## config.mk

```make
export PLATFORM = sky130hd
export DESIGN_NAME = vac_prerot
export DESIGN_NICKNAME = d
export VERILOG_FILES = /design/src/rtl/vac_pkg.sv /design/src/rtl/vac_prerot.sv
export SDC_FILE = /design/constraint.sdc
export NUM_CORES = 1
export LEC_CHECK = 0
export BUFFER_PORTS_ARGS = -buffer_cell sky130_fd_sc_hd__buf_4
export CORE_MARGIN = 2
export CORE_UTILIZATION = 40
export CTS_BUF_LIST = sky130_fd_sc_hd__clkbuf_8
export CTS_CLUSTER_SIZE = 30
export DETAILED_ROUTE_END_ITERATION = 7
export MAX_ROUTING_LAYER = met4
export PLACE_DENSITY = 0.84
export SETUP_SLACK_MARGIN = 0.5
export SKIP_LAST_GASP = 1
export SLEW_MARGIN = 20
export SYNTH_ARGS = -nofsm -noshare
export SYNTH_HDL_FRONTEND = slang
export SYNTH_SLANG_ARGS = --single-unit
```

## constraint.sdc

```tcl
create_clock -name i_clk -period 2.4 [get_ports i_clk]
set_clock_uncertainty 0.05 [all_clocks]
set_input_delay 0.24 -clock i_clk [delete_from_list [all_inputs] [get_ports i_clk]]
set_output_delay 0.24 -clock i_clk [all_outputs]
set_load 0.01 [all_outputs]
```

## src/rtl/vac_pkg.sv

```systemverilog
// shared types and constants for the vector angle cordic pipeline
// no dependencies; imported by every module of the block
package vac_pkg;

    localparam int IN_W     = 31;
    localparam int OUT_W    = 16;
    localparam int VEC_W    = 63;
    localparam int ANG_W    = 32;
    localparam int SCALE_SH = 30;
    localparam int FRAC_SH  = 16;
    localparam int TABLE_LEN = 32;

    localparam logic signed [ANG_W-1:0] QUARTER_TURN = ANG_W'(9000 * 65536);
    localparam logic signed [OUT_W-1:0] HALF_TURN_HUND    = OUT_W'(18000);
    localparam logic signed [OUT_W-1:0] QUARTER_TURN_HUND = OUT_W'(9000);

    // one item as it moves down the pipeline
    typedef struct packed {
        logic signed [VEC_W-1:0] x;
        logic signed [VEC_W-1:0] y;
        logic signed [ANG_W-1:0] z;
        logic                    special;
        logic signed [OUT_W-1:0] spec_val;
    } t_cordic;

    // atan(2^-i) in hundredths of a degree, 16 fraction bits
    function automatic logic signed [ANG_W-1:0] ang_step(input logic [4:0] idx);
        logic signed [ANG_W-1:0] v;
        begin
            case (idx)
                5'd0:  v = 32'sd294912000;
                5'd1:  v = 32'sd174096719;
                5'd2:  v = 32'sd91987925;
                5'd3:  v = 32'sd46694507;
                5'd4:  v = 32'sd23437865;
                5'd5:  v = 32'sd11730358;
                5'd6:  v = 32'sd5866610;
                5'd7:  v = 32'sd2933484;
                5'd8:  v = 32'sd1466764;
                5'd9:  v = 32'sd733385;
                5'd10: v = 32'sd366693;
                5'd11: v = 32'sd183346;
                5'd12: v = 32'sd91673;
                5'd13: v = 32'sd45837;
                5'd14: v = 32'sd22918;
                5'd15: v = 32'sd11459;
                5'd16: v = 32'sd5730;
                5'd17: v = 32'sd2865;
                5'd18: v = 32'sd1432;
                5'd19: v = 32'sd716;
                5'd20: v = 32'sd358;
                5'd21: v = 32'sd179;
                5'd22: v = 32'sd90;
                5'd23: v = 32'sd45;
                5'd24: v = 32'sd22;
                5'd25: v = 32'sd11;
                5'd26: v = 32'sd6;
                5'd27: v = 32'sd3;
                5'd28: v = 32'sd1;
                5'd29: v = 32'sd1;
                default: v = '0;
            endcase
            return v;
        end
    endfunction

endpackage

```

## src/rtl/vac_prerot.sv

```systemverilog
// input stage: special axis cases and quarter-turn pre-rotation into the right half plane
// depends on vac_pkg
module vac_prerot (
    input  logic                             i_clk,
    input  logic                             i_rst_n,
    input  logic                             i_valid,
    input  logic signed [vac_pkg::IN_W-1:0]  i_x_coord,
    input  logic signed [vac_pkg::IN_W-1:0]  i_y_coord,
    output logic                             o_valid,
    output vac_pkg::t_cordic                 o_data
);
    import vac_pkg::*;

    logic             r_valid;
    t_cordic          r_data;
    t_cordic          n_data;
    logic signed [IN_W:0] x_ext;
    logic signed [IN_W:0] y_ext;
    logic signed [IN_W:0] rx;
    logic signed [IN_W:0] ry;

    always_comb begin
        x_ext = {i_x_coord[IN_W-1], i_x_coord};
        y_ext = {i_y_coord[IN_W-1], i_y_coord};
        n_data = '0;
        rx = x_ext;
        ry = y_ext;
        if (x_ext < 0) begin
            if (y_ext >= 0) begin
                rx = y_ext;
                ry = -x_ext;
                n_data.z = QUARTER_TURN;
            end else begin
                rx = -y_ext;
                ry = x_ext;
                n_data.z = -QUARTER_TURN;
            end
        end
        // scale up so the micro-rotations keep fraction bits
        n_data.x = {{(VEC_W-IN_W-1-SCALE_SH){rx[IN_W]}}, rx, {SCALE_SH{1'b0}}};
        n_data.y = {{(VEC_W-IN_W-1-SCALE_SH){ry[IN_W]}}, ry, {SCALE_SH{1'b0}}};
        if (y_ext == 0) begin
            n_data.special  = 1'b1;
            n_data.spec_val = (x_ext < 0) ? HALF_TURN_HUND : '0;
        end else if (x_ext == 0) begin
            n_data.special  = 1'b1;
            n_data.spec_val = (y_ext > 0) ? QUARTER_TURN_HUND : -QUARTER_TURN_HUND;
        end
    end

    always_ff @(posedge i_clk) begin
        if (!i_rst_n) begin
            r_valid <= 1'b0;
        end else begin
            r_valid <= i_valid;
        end
        r_data <= n_data;
    end

    assign o_valid = r_valid;
    assign o_data  = r_data;

endmodule

```

# Word level (Yosys, flattened, before mapping)

Cells that the tools add are included.
W data, S select, Z words.

Reductions and logical operators: 2
Multiplexer cells: 9
Add/subtract/negate cells: 2
Order comparisons: 3

Operator list:

| cell                  | count |
|---|---|
| $mux W32              | 5 |
| $logic_not A32 Y1     | 2 |
| $neg A31 Y32          | 2 |
| $mux W16              | 2 |
| $ge A31 B1 Y1 const B | 1 |
| $gt A31 B1 Y1 const B | 1 |
| $lt A31 B1 Y1 const B | 1 |
| $mux W17              | 1 |
| $mux W15              | 1 |

Output and inout bits: 176
Register bits after elaboration: 114
Logic and storage cells: 22

# Logic depth before layout (Yosys ltp)

Depth in word-level cells: 4
Mapped depth: 8

# Least setup slack after synthesis

No wires, ideal clock.

Kind: input to register
Start point: in i_y_coord[19] (netlist bit)
End point: reg r_data (netlist bit o_data[9])
Data arrival time: 2.010 ns
Cell stages on the path: 5
Setup slack: 0.268 ns
Path buffers: 0
Data required time: 2.279 ns
Cells stage by stage: or4_4 or4_1 or2_1 or4_4 a21oi_1

RTL lines:

| item                 | line             | source |
|---|---|---|
| from (decl)          | vac_prerot.sv:8  | `input logic signed [vac_pkg::IN_W-1:0] i_y_coord,` |
| to (signal assigned) | vac_prerot.sv:57 | `r_data <= n_data;` |
| to (decl)            | vac_prerot.sv:15 | `t_cordic r_data;` |

==> flow_summary.json <==
{
  "placed_area_um2": 5326,
  "drc_errors": 0,
  "vias": 3826,
  "ys_seq_area_share_pct": 35.02,
  "slew_violations": 0,
  "grt_use_total_pct": 19.12,
  "final_layout_size_suffix_gt1_share_pct": 32.64,
  "cts_root_buffer": "clkbuf_8",
  "maxSlewHeadroom_pct": 61.02,
  "synth_edf_count": 0,
  "start_kind": "input port",
  "fin_crit_sh_pct": 84.73,
  "wirelength_um": 11260,
  "antenna_found_initial": 0,
  "muxShareOfSynthArea_pct": 0.4669,
  "final_cell_mix": "buf_4, conb_1, nor2_1, dfxtp_1, a21oi_1",
  "rsz0062_at_grt": "true",
  "syn_avg_cell_area_um2": 8.136,
  "ys_ff_latch": 75,
  "worst_pin_slew_ps": 584.7,
  "core-area_um2": 10370,
  "cts_tree": "done",
  "ios": 241,
  "cts_sinks": 75,
  "start_util_pct": 41.35,
  "final_cell_area_um2": 5627,
  "synth_top_family_by_area": "buffers and inverters",
  "p_per_area_nw_per_um2": 588.1,
  "row_count": 37,
  "grt_first_pass_wirelength_um": 16920,
  "ant_nets": 0,
  "synth_cell_types": 37,
  "crit_path_max_incr_delay_ps": 550,
  "holdBufCountCts": 0,
  "slowest_stage": "or4_4",
  "yosys_warnings": 0,
  "crit_family": "simple AND/OR/NAND/NOR gates",
  "syn_to_final_growth_pct": 31.22,
  "startpoint": "i_y_coord[23]",
  "place_congestion": 0.8172,
  "worst-path-buf-inv": 2,
  "fin_nets": 733,
  "setup_violations": 0,
  "synth-simple-area-share_pct": 16.43,
  "crit_end": "o_data[170]",
  "dp.final_hpwl_um": 8474,
  "postSynthCellCount": 527,
  "hp-class": "input port to flip-flop",
  "overflow": 0,
  "path_cells": "buf_4, or4_4, or3_1, buf_4, o41ai_4, xor2_1, a21oi_1",
  "ys_async_sr_fraction_pct": 0,
  "fmax_mhz": 491.7,
  "grt_max_degree": 81,
  "die_w_um": 107.5,
  "wl_per_cell_um": 13.95,
  "synth_compound_area_share_pct": 15.00,
  "numCtsBuffers": 9,
  "crit_path_end_kind": "flip-flop",
  "finalHoldViolCount": 0,
  "fp.dieH_um": 107.5,
  "die-area_um2": 11560,
  "htree_num_levels": 3,
  "path_common_cell": "buf_4",
  "crit_required_ps": 2550,
  "critical_path_arrival_ps": 2180,
  "cap_violations": 0,
  "outcome": "finished, final reports clean",
  "post-route-min-period_ps": 2034,
  "crit_type": "input port to flip-flop",
  "drt_iter0_drc": 168,
  "diodes": 0,
  "via_per_inst": 4.741,
  "p_leak_nw": 2.580,
  "grt_pass1_vias": 3481,
  "path_clk_slew_ps": 90,
  "port_buffers": 158,
  "final_common_cell": "buf_4",
  "peakVddDrop_uv": 278.6,
  "dr.pass1.iters": 4,
  "path_max_fanout": 5,
  "synthXorXnorAreaFrac_pct": 11.44,
  "synth_ff_type": "dfxtp_1",
  "synth_adder_area_share_pct": 0.5836,
  "fin_util_pct": 54.26,
  "syn-cell-area_um2": 4288,
  "cts_buffer_depth": 2,
  "cp_num_cells": 7
}
sequential cells by signal, summed over array words and instances, names as in the netlist:
register / cells
o_data: 74
o_valid: 1
timing repair:
| action | CTS | global route |
|---|---|---|
| resized for setup | 7 | 4 |
| buffers inserted | 1 | 0 |
| pin swaps | 2 | 4 |
| gates cloned | 0 | 0 |
| endpoints found under the setup margin | 8 | 14 |
kinds of logic (layout without fill, tap and decap cells):
group / count (synthesis) / after routing
adder cells (fa/ha/maj): 2 / 2
multiplexers: 2 / 2
AO/OA/AOI/OAI: 110 / 110
other: 1 / 83
buffers and inverters: 138 / 200
flip-flops: 75 / 75
XOR/XNOR: 56 / 56
AND/OR/NAND/NOR: 143 / 143
layer usage:
metal | routed length [µm] | global-route usage (%) | share of wire [%] | vias to the layer above
li1 | - | - | - | 1885
met1 | 4627 | 22.58 | 41 | 1742
met2 | 5653 | 33.02 | 50 | 184
met3 | 854 | 3.692 | 7.6 | 15
met4 | 120 | 5.678 | 1.1 | 0
met5 | 0 | - | 0 | -
cell usage after synthesis, drive strengths merged, types with 7 or more instances:
| cell type | instances | share of area [%] |
|---|---|---|
| o31ai | 9 | 1.6 |
| xnor2 | 28 | 5.7 |
| dfxtp | 75 | 35 |
| xor2 | 28 | 5.7 |
| or2 | 7 | 1.0 |
| o21ai | 8 | 0.93 |
| or3 | 7 | 1.0 |
| nor3 | 12 | 1.4 |
| a21oi | 65 | 7.6 |
| clkbuf | 26 | 2.3 |
| buf | 103 | 18 |
| a31oi | 12 | 1.8 |
| nand2 | 9 | 0.79 |
| nor2 | 79 | 6.9 |
| or4 | 10 | 1.9 |
| nor4 | 7 | 1.2 |
| inv | 9 | 0.79 |
| o41ai | 11 | 2.2 |
power breakdown:
group          internal [mW]  switching [mW]
registers               1.35          0.0325
logic                  0.344           0.402
clock network          0.689           0.490
total                   2.38           0.925
per-stage QoR:
step           instances  hold WS, ps  setup WS (ps)  TNS, ps  total power, mW
2_1_floorplan        609        217.7          268.4        0            1.892
3_3_place_gp         790        402.6          27.69        0            2.136
3_5_place_dp         790        409.0         -46.35   -46.35            2.149
4_1_cts              807        43.08          413.0        0            3.334
5_1_grt              807        36.19          329.6        0            3.463
6_report             807        53.54          366.4        0            3.309
worst min-delay path by stage:
stage          cells after the start         end  slack, ps           from
4_1_cts                            2     o_valid         40        i_valid
5_1_grt                            2     o_valid         40        i_valid
6_report                           2     o_valid         50        i_valid
3_3_place_gp                       2     o_valid        400        i_valid
2_1_floorplan                      0  o_data[36]        220  i_x_coord[30]
3_5_place_dp                       2     o_valid        410        i_valid
area by class of cell:
class                   count  area [µm²]
repair buffers            175        1334
inverters                   9       33.78
flip-flops and latches     75        1501
clock inverters             7       117.6
multi-input cells         396        2346
clock buffers               9       123.9
fillers                   958        4743
well taps                 136       170.2
Note: power is estimated with default switching activity, not from simulation.
