--- src/rtl/vac_pkg.sv ---
// shared types and constants for the vector angle cordic pipeline
// no dependencies; imported by every module of the block
package vac_pkg;

    localparam int IN_W     = 31;
    localparam int OUT_W    = 16;
    localparam int VEC_W    = 63;
    localparam int ANG_W    = 32;
    localparam int SCALE_SH = 30;
    localparam int FRAC_SH  = 16;
    localparam int TABLE_LEN = 32;

    localparam logic signed [ANG_W-1:0] QUARTER_TURN = ANG_W'(9000 * 65536);
    localparam logic signed [OUT_W-1:0] HALF_TURN_HUND    = OUT_W'(18000);
    localparam logic signed [OUT_W-1:0] QUARTER_TURN_HUND = OUT_W'(9000);

    // one item as it moves down the pipeline
    typedef struct packed {
        logic signed [VEC_W-1:0] x;
        logic signed [VEC_W-1:0] y;
        logic signed [ANG_W-1:0] z;
        logic                    special;
        logic signed [OUT_W-1:0] spec_val;
    } t_cordic;

    // atan(2^-i) in hundredths of a degree, 16 fraction bits
    function automatic logic signed [ANG_W-1:0] ang_step(input logic [4:0] idx);
        logic signed [ANG_W-1:0] v;
        begin
            case (idx)
                5'd0:  v = 32'sd294912000;
                5'd1:  v = 32'sd174096719;
                5'd2:  v = 32'sd91987925;
                5'd3:  v = 32'sd46694507;
                5'd4:  v = 32'sd23437865;
                5'd5:  v = 32'sd11730358;
                5'd6:  v = 32'sd5866610;
                5'd7:  v = 32'sd2933484;
                5'd8:  v = 32'sd1466764;
                5'd9:  v = 32'sd733385;
                5'd10: v = 32'sd366693;
                5'd11: v = 32'sd183346;
                5'd12: v = 32'sd91673;
                5'd13: v = 32'sd45837;
                5'd14: v = 32'sd22918;
                5'd15: v = 32'sd11459;
                5'd16: v = 32'sd5730;
                5'd17: v = 32'sd2865;
                5'd18: v = 32'sd1432;
                5'd19: v = 32'sd716;
                5'd20: v = 32'sd358;
                5'd21: v = 32'sd179;
                5'd22: v = 32'sd90;
                5'd23: v = 32'sd45;
                5'd24: v = 32'sd22;
                5'd25: v = 32'sd11;
                5'd26: v = 32'sd6;
                5'd27: v = 32'sd3;
                5'd28: v = 32'sd1;
                5'd29: v = 32'sd1;
                default: v = '0;
            endcase
            return v;
        end
    endfunction

endpackage

--- src/rtl/vac_round.sv ---
// output stage: round the angle half away from zero, clamp, pick special results
// depends on vac_pkg
module vac_round (
    input  logic                             i_clk,
    input  logic                             i_rst_n,
    input  logic                             i_valid,
    input  vac_pkg::t_cordic                 i_data,
    output logic                             o_valid,
    output logic signed [vac_pkg::OUT_W-1:0] o_angle_hundredths
);
    import vac_pkg::*;

    logic                    r_valid;
    logic signed [OUT_W-1:0] r_angle;
    logic signed [OUT_W-1:0] n_angle;
    logic signed [ANG_W:0]   z_ext;
    logic signed [ANG_W:0]   z_mag;
    logic        [ANG_W:0]   z_rnd;
    logic signed [ANG_W-FRAC_SH+1:0] r_full;

    always_comb begin
        z_ext = {i_data.z[ANG_W-1], i_data.z};
        z_mag = (z_ext < 0) ? -z_ext : z_ext;
        z_rnd = z_mag + (ANG_W+1)'(32768);
        r_full = {1'b0, z_rnd[ANG_W:FRAC_SH]};
        if (z_ext < 0) begin
            r_full = -r_full;
        end
        if (r_full > 18000) begin
            n_angle = HALF_TURN_HUND;
        end else if (r_full < -18000) begin
            n_angle = -HALF_TURN_HUND;
        end else begin
            n_angle = r_full[OUT_W-1:0];
        end
        if (i_data.special) begin
            n_angle = i_data.spec_val;
        end
    end

    always_ff @(posedge i_clk) begin
        if (!i_rst_n) begin
            r_valid <= 1'b0;
        end else begin
            r_valid <= i_valid;
        end
        r_angle <= n_angle;
    end

    assign o_valid            = r_valid;
    assign o_angle_hundredths = r_angle;

endmodule

--- config.mk ---
export PLATFORM = sky130hd
export DESIGN_NAME = vac_round
export DESIGN_NICKNAME = d
export VERILOG_FILES = /design/src/rtl/vac_pkg.sv /design/src/rtl/vac_round.sv
export SDC_FILE = /design/constraint.sdc
export NUM_CORES = 1
export LEC_CHECK = 0
export ABC_AREA = 0
export BUFFER_PORTS_ARGS = -buffer_cell sky130_fd_sc_hd__buf_2
export CORE_MARGIN = 2
export CORE_UTILIZATION = 30
export DETAILED_ROUTE_END_ITERATION = 8
export PLACE_DENSITY = 0.72
export SETUP_SLACK_MARGIN = 0.4
export SLEW_MARGIN = 30
export SYNTH_ARGS = -nofsm -noshare
export SYNTH_HDL_FRONTEND = slang
export SYNTH_SLANG_ARGS = --single-unit
--- constraint.sdc ---
create_clock -name i_clk -period 8 [get_ports i_clk]
set_input_delay 0.8 -clock i_clk [delete_from_list [all_inputs] [get_ports i_clk]]
set_output_delay 0.8 -clock i_clk [all_outputs]
set_load 0.03 [all_outputs]
### Word-level counts from Yosys, hierarchy flattened

Cells that the tools add are included.

| storage, ports and cells | value |
|---|---|
| word-level logic and storage cells | 13 |
| register bits | 17 |
| output and inout port bits | 17 |
| bits of input ports | 178 |

| cells by class | value |
|---|---|
| magnitude comparators | 3 |
| muxes and demuxes | 5 |
| $add $sub $neg | 3 |

Operator list:

| cell | number |
|---|---|
| 16-bit two-way mux | 3 |
| 33-bit by 17-bit adder with 33-bit output, second input constant | 1 |
| 33-bit two-way mux | 1 |
| 32-bit negator with 33-bit output | 1 |
| 32-bit by 1-bit < comparator with 1-bit output, second input constant | 1 |
| 18-bit by 16-bit greater-than comparator with 1-bit output, second input constant | 1 |
| 18-bit by 16-bit < comparator with 1-bit output, second input constant | 1 |
| 18-bit two-way mux | 1 |
| 17-bit negator with 18-bit output | 1 |

### Logic depth before layout (Yosys ltp)

| depth | value |
|---|---|
| depth in word-level cells | 9 |
| mapped depth | 23 |
| gate-level depth less buffers | 18 |

### Least setup slack after synthesis

No wires, ideal clock.

| timing | value |
|---|---|
| kind | input to register |
| start point | input i_data[48] (netlist name) |
| end point | register r_angle[5] (netlist: o_angle_hundredths[5]) |
| data arrival time | 6.166 ns |
| required time | 7.883 ns |
| cell stages on the path | 20 |
| library setup time | 0.117 ns |
| path buffers | 5 |
| path slack | 1.717 ns |
| cells stage by stage | clkbuf_1 > clkbuf_1 > clkbuf_1 > buf_1 > clkbuf_1 > o31ai_1 > xnor2_1 > ha_1 > or4b_2 > o21ai_0 > nor2_1 > nor4b_1 > o31ai_1 > or4_4 > or4_1 > a311oi_1 > o22ai_1 > o21ai_4 > a21bo_1 > a22o_1 |

| between the ends | value |
|---|---|
| word-level cells in the longest chain between the ends | 9 |
| elaborated cells on any way between the ends | 11 |
| those cells by class | 3 x add/sub; 3 x order compare; 5 x mux |

Ends and longest elaborated chain:

| item | line | source |
|---|---|---|
| start: declaration | vac_round.sv:7 | `input vac_pkg::t_cordic i_data,` |
| 32-bit negator with 33-bit output or 32-bit by 1-bit < comparator with 1-bit output (tied branches) | vac_round.sv:23, vac_round.sv:26 |  |
| 33-bit two-way mux | vac_round.sv:23 | `z_mag = (z_ext < 0) ? -z_ext : z_ext;` |
| 33-bit by 17-bit adder with 33-bit output | vac_round.sv:24 | `z_rnd = z_mag + (ANG_W+1)'(32768);` |
| 17-bit negator with 18-bit output | vac_round.sv:27 | `r_full = -r_full;` |
| 18-bit two-way mux * | vac_round.sv:26 | `if (z_ext < 0) begin` |
| 18-bit by 16-bit < comparator with 1-bit output | vac_round.sv:31 | `end else if (r_full < -18000) begin` |
| 16-bit two-way mux | vac_round.sv:31 |  |
| 16-bit two-way mux * | vac_round.sv:29 | `if (r_full > 18000) begin` |
| 16-bit two-way mux * | vac_round.sv:36 | `if (i_data.special) begin` |
| named net n_angle[5] | vac_round.sv:15 | `logic signed [OUT_W-1:0] n_angle;` |
| end signal: assignment | vac_round.sv:47 | `r_angle <= n_angle;` |
| end: declaration | vac_round.sv:14 | `logic signed [OUT_W-1:0] r_angle;` |

Mark *: on every way through the listed nets, which the timed path passes. The rest lies on a longest branch.
A chain may end at the register's enable or synchronous reset.

### Worst setup path after layout

| timing | value |
|---|---|
| start point | input i_data[28] (netlist name) |
| end point | register r_angle[5] (netlist: o_angle_hundredths[5]) |

Same word-level chain as after synthesis.

==> run summary <==
outcome: finished, final reports clean
Clock power frac: 17.9%
Yosys reg bits: 17
Hold Buf Count CTS: 0
Mapped Nets: 532
Psw: 139.1 µW
TritonCTS clock tree: done
most common cell in the netlist: xnor2_1
nets: 581
FP Rows: 33
wire length per cell: 13.57 µm
Avg Cell Area, Syn: 7.170 µm²
DR iter-0 viols: 150
area of the multi-input gates: 2066 µm²
Root Driver: clkbuf_8
CTS resizes: 0
Req. time, crit path: 8.14 ns
cell taking the most area after synthesis: dfxtp_1
CP endpoint kind: flip-flop
number of H-tree levels: 1
area growth from synthesis to layout: 17.30%
CTS sink count: 17
Post-DRT Antenna Nets: 0
dpl cells: 501
drt drc: 0
postcts setup bufs: 0
max-cap violations: 0
CTS max path bufs: 2
area share of the largest cell type after synthesis: 13.49%
slew margin rel.: 48.33%
number of synthesized flops with an enable pin: 0
Fillers: 882
1st-pass router iterations: 6
crit path DAT: 6.69 ns
GRT Overall Usage: 14.95%
Layout Cells excl Fill: 505
Die Wd: 95.72 µm
CP max FO: 14
WS Path Type: input pin to flip-flop
Port Buf Inserts: 68
die area: 9162 µm²
Leak: 1.087 nW
initial antenna violation count: 0
routed via count: 2825
Max Freq: 0.1528 GHz
startpoint types: input pin
sw frac: 41.03%
layout cells sized above 1: 22.75%
TritonCTS Buffers: 3
Peak supply drop: 0.05012 mV
Tmin final: 6.545 ns
hold-critical path depth: 3
Slew @ Worst Pin: 0.7750 ns
HPWL after DPL: 5283 µm
combinational share of power: 53.5%
I/O Pins: 195
fin area: 2960 µm²
Post-synth top cells: xnor2_1 (29), nand2_1 (28), nor2_1 (23)
routed vias/inst: 5.594
register area share after synthesis: 13.49%
Initial Util: 30.87%
setup_tns: 0 ns
FF/Latch Area: 340.3 µm²
Hold Startpoint: i_data[13]
hold_ws: 0.7559 ns
global-route wire length before repair: 11600 µm
final hold vios: 0
setup violators final: 0
power per cell area: 114.5 nW/µm²
Placer Congestion: 0.9300
period utilisation layout: 81.81%
Worst-path clk slew: 0.06 ns
max-slew violations: 0
RSZ-0062 raised after global routing: false
Die Y: 95.72 µm
Antenna Diode Count: 0
yosys warns: 0
area of placed instances: 2915 µm²
Int Pwr: 199.9 µW
Syn Inst Count: 352
Hold Crit Endpoint: o_angle_hundredths[13]
synth top area cells: dfxtp_1 (13%), xnor2_1 (10%), o21ai_0 (4.4%)
vias in the first global route: 2651
Pwr Total: 339.0 µW
Detailed Route WL: 6854 µm
mapped cell area: 2524 µm²
async set-or-reset flop fraction in the synthesized netlist: 0%
Synth cell types: 67
most used flip-flop cell after synthesis: dfxtp_1
Worst Hold Class: input pin to flip-flop
Sequential Power Share: 28.7%
Core Box Area: 8175 µm²
pin count of the biggest net entering global routing: 49
aggregate global routing overflow: 0
power by group through the flow:
stage               Combinational [mW]  Sequential [mW]  Clock (mW)
floorplan                        0.112            0.121           0
global placement                 0.176           0.0987           0
detailed placement               0.180           0.0992           0
CTS                              0.181           0.0973      0.0629
global route                     0.202           0.0982      0.0655
finish                           0.181           0.0972      0.0606
worst max-delay path by stage:
stage	startpoint	endpoint	cells past startpoint
after CTS	i_data[28]	o_angle_hundredths[5]	18
after detailed placement	i_data[28]	o_angle_hundredths[5]	18
final	i_data[28]	o_angle_hundredths[5]	17
after global placement	i_data[28]	o_angle_hundredths[5]	18
after global routing	i_data[28]	o_angle_hundredths[5]	18
after floorplan	i_data[48]	o_angle_hundredths[5]	20
cell usage in the layout, fill, tap and decap left out, drive strengths merged, types with 5 or more instances in the layout:
cell | netlist | layout
a31oi | 5 | 5
o21ai | 24 | 24
nor2b | 8 | 8
dfxtp | 17 | 17
xor2 | 10 | 10
or4 | 8 | 8
nor4 | 8 | 8
nor3 | 12 | 12
o31ai | 7 | 7
nand2 | 28 | 28
nand2b | 7 | 7
inv | 6 | 6
nand3 | 16 | 16
a21oi | 16 | 16
nand4 | 9 | 9
or3 | 7 | 7
a22o | 10 | 10
a211oi | 5 | 5
buf | 5 | 70
xnor2 | 29 | 29
nor2 | 23 | 23
routing by layer:
metal | GRT usage (%) | wire, µm | vias to the layer above
met3 | 1.644 | 523 | 2
li1 | - | - | 1435
met1 | 20.30 | 3383 | 1275
met2 | 25.41 | 2930 | 113
met4 | 3.333 | 17 | 0
met5 | 0 | 0 | -
final cells by class:
class / instances / area share [%]
Multi-Input combinational cell: 303 / 69.78
Timing Repair Buffer: 70 / 12.00
Sequential cell: 17 / 11.50
Tap cell: 105 / 4.438
Clock buffer: 4 / 1.522
Inverter: 6 / 0.7608
logic make-up after synthesis:
logic type                 after synthesis  share of synthesized area, %
and+or+nand+nor                        149                         33.51
xor gates and xnor gates                39                         13.53
AOI/OAI and AO/OA                      109                         31.93
DFF                                     17                         13.49
buffers and inverters                   32                         4.908
muxes                                    4                         1.636
adders and majority gates                2                        0.9914
flip-flops by register name (all words and copies together) (netlist names):
register	flops
o_angle_hundredths	16
o_valid	1
critical path, cell delays in order:
cell and delay (ns):
buf_2 0.10, nor4_1 0.33, nand3_1 0.49, o21ai_0 0.45, xnor2_1 0.16, ha_1 0.28, or4b_2 0.62, o21ai_0 0.38
o22ai_1 0.30, a221oi_1 0.47, xnor2_1 0.27, or3_1 0.48, o32ai_1 0.41, or3b_1 0.44, o21ai_4 0.28, a21bo_1 0.23
a22o_1 0.18
per-stage QoR:
stage                     setup slack, ns  utilization (%)
final                               1.455            36.21
after global routing               0.9287            36.21
after detailed placement            1.292            35.66
after CTS                           1.532            36.21
after floorplan                     1.717                -
after global placement              1.382            35.58
No activity file was read; power rests on OpenSTA's default activity.
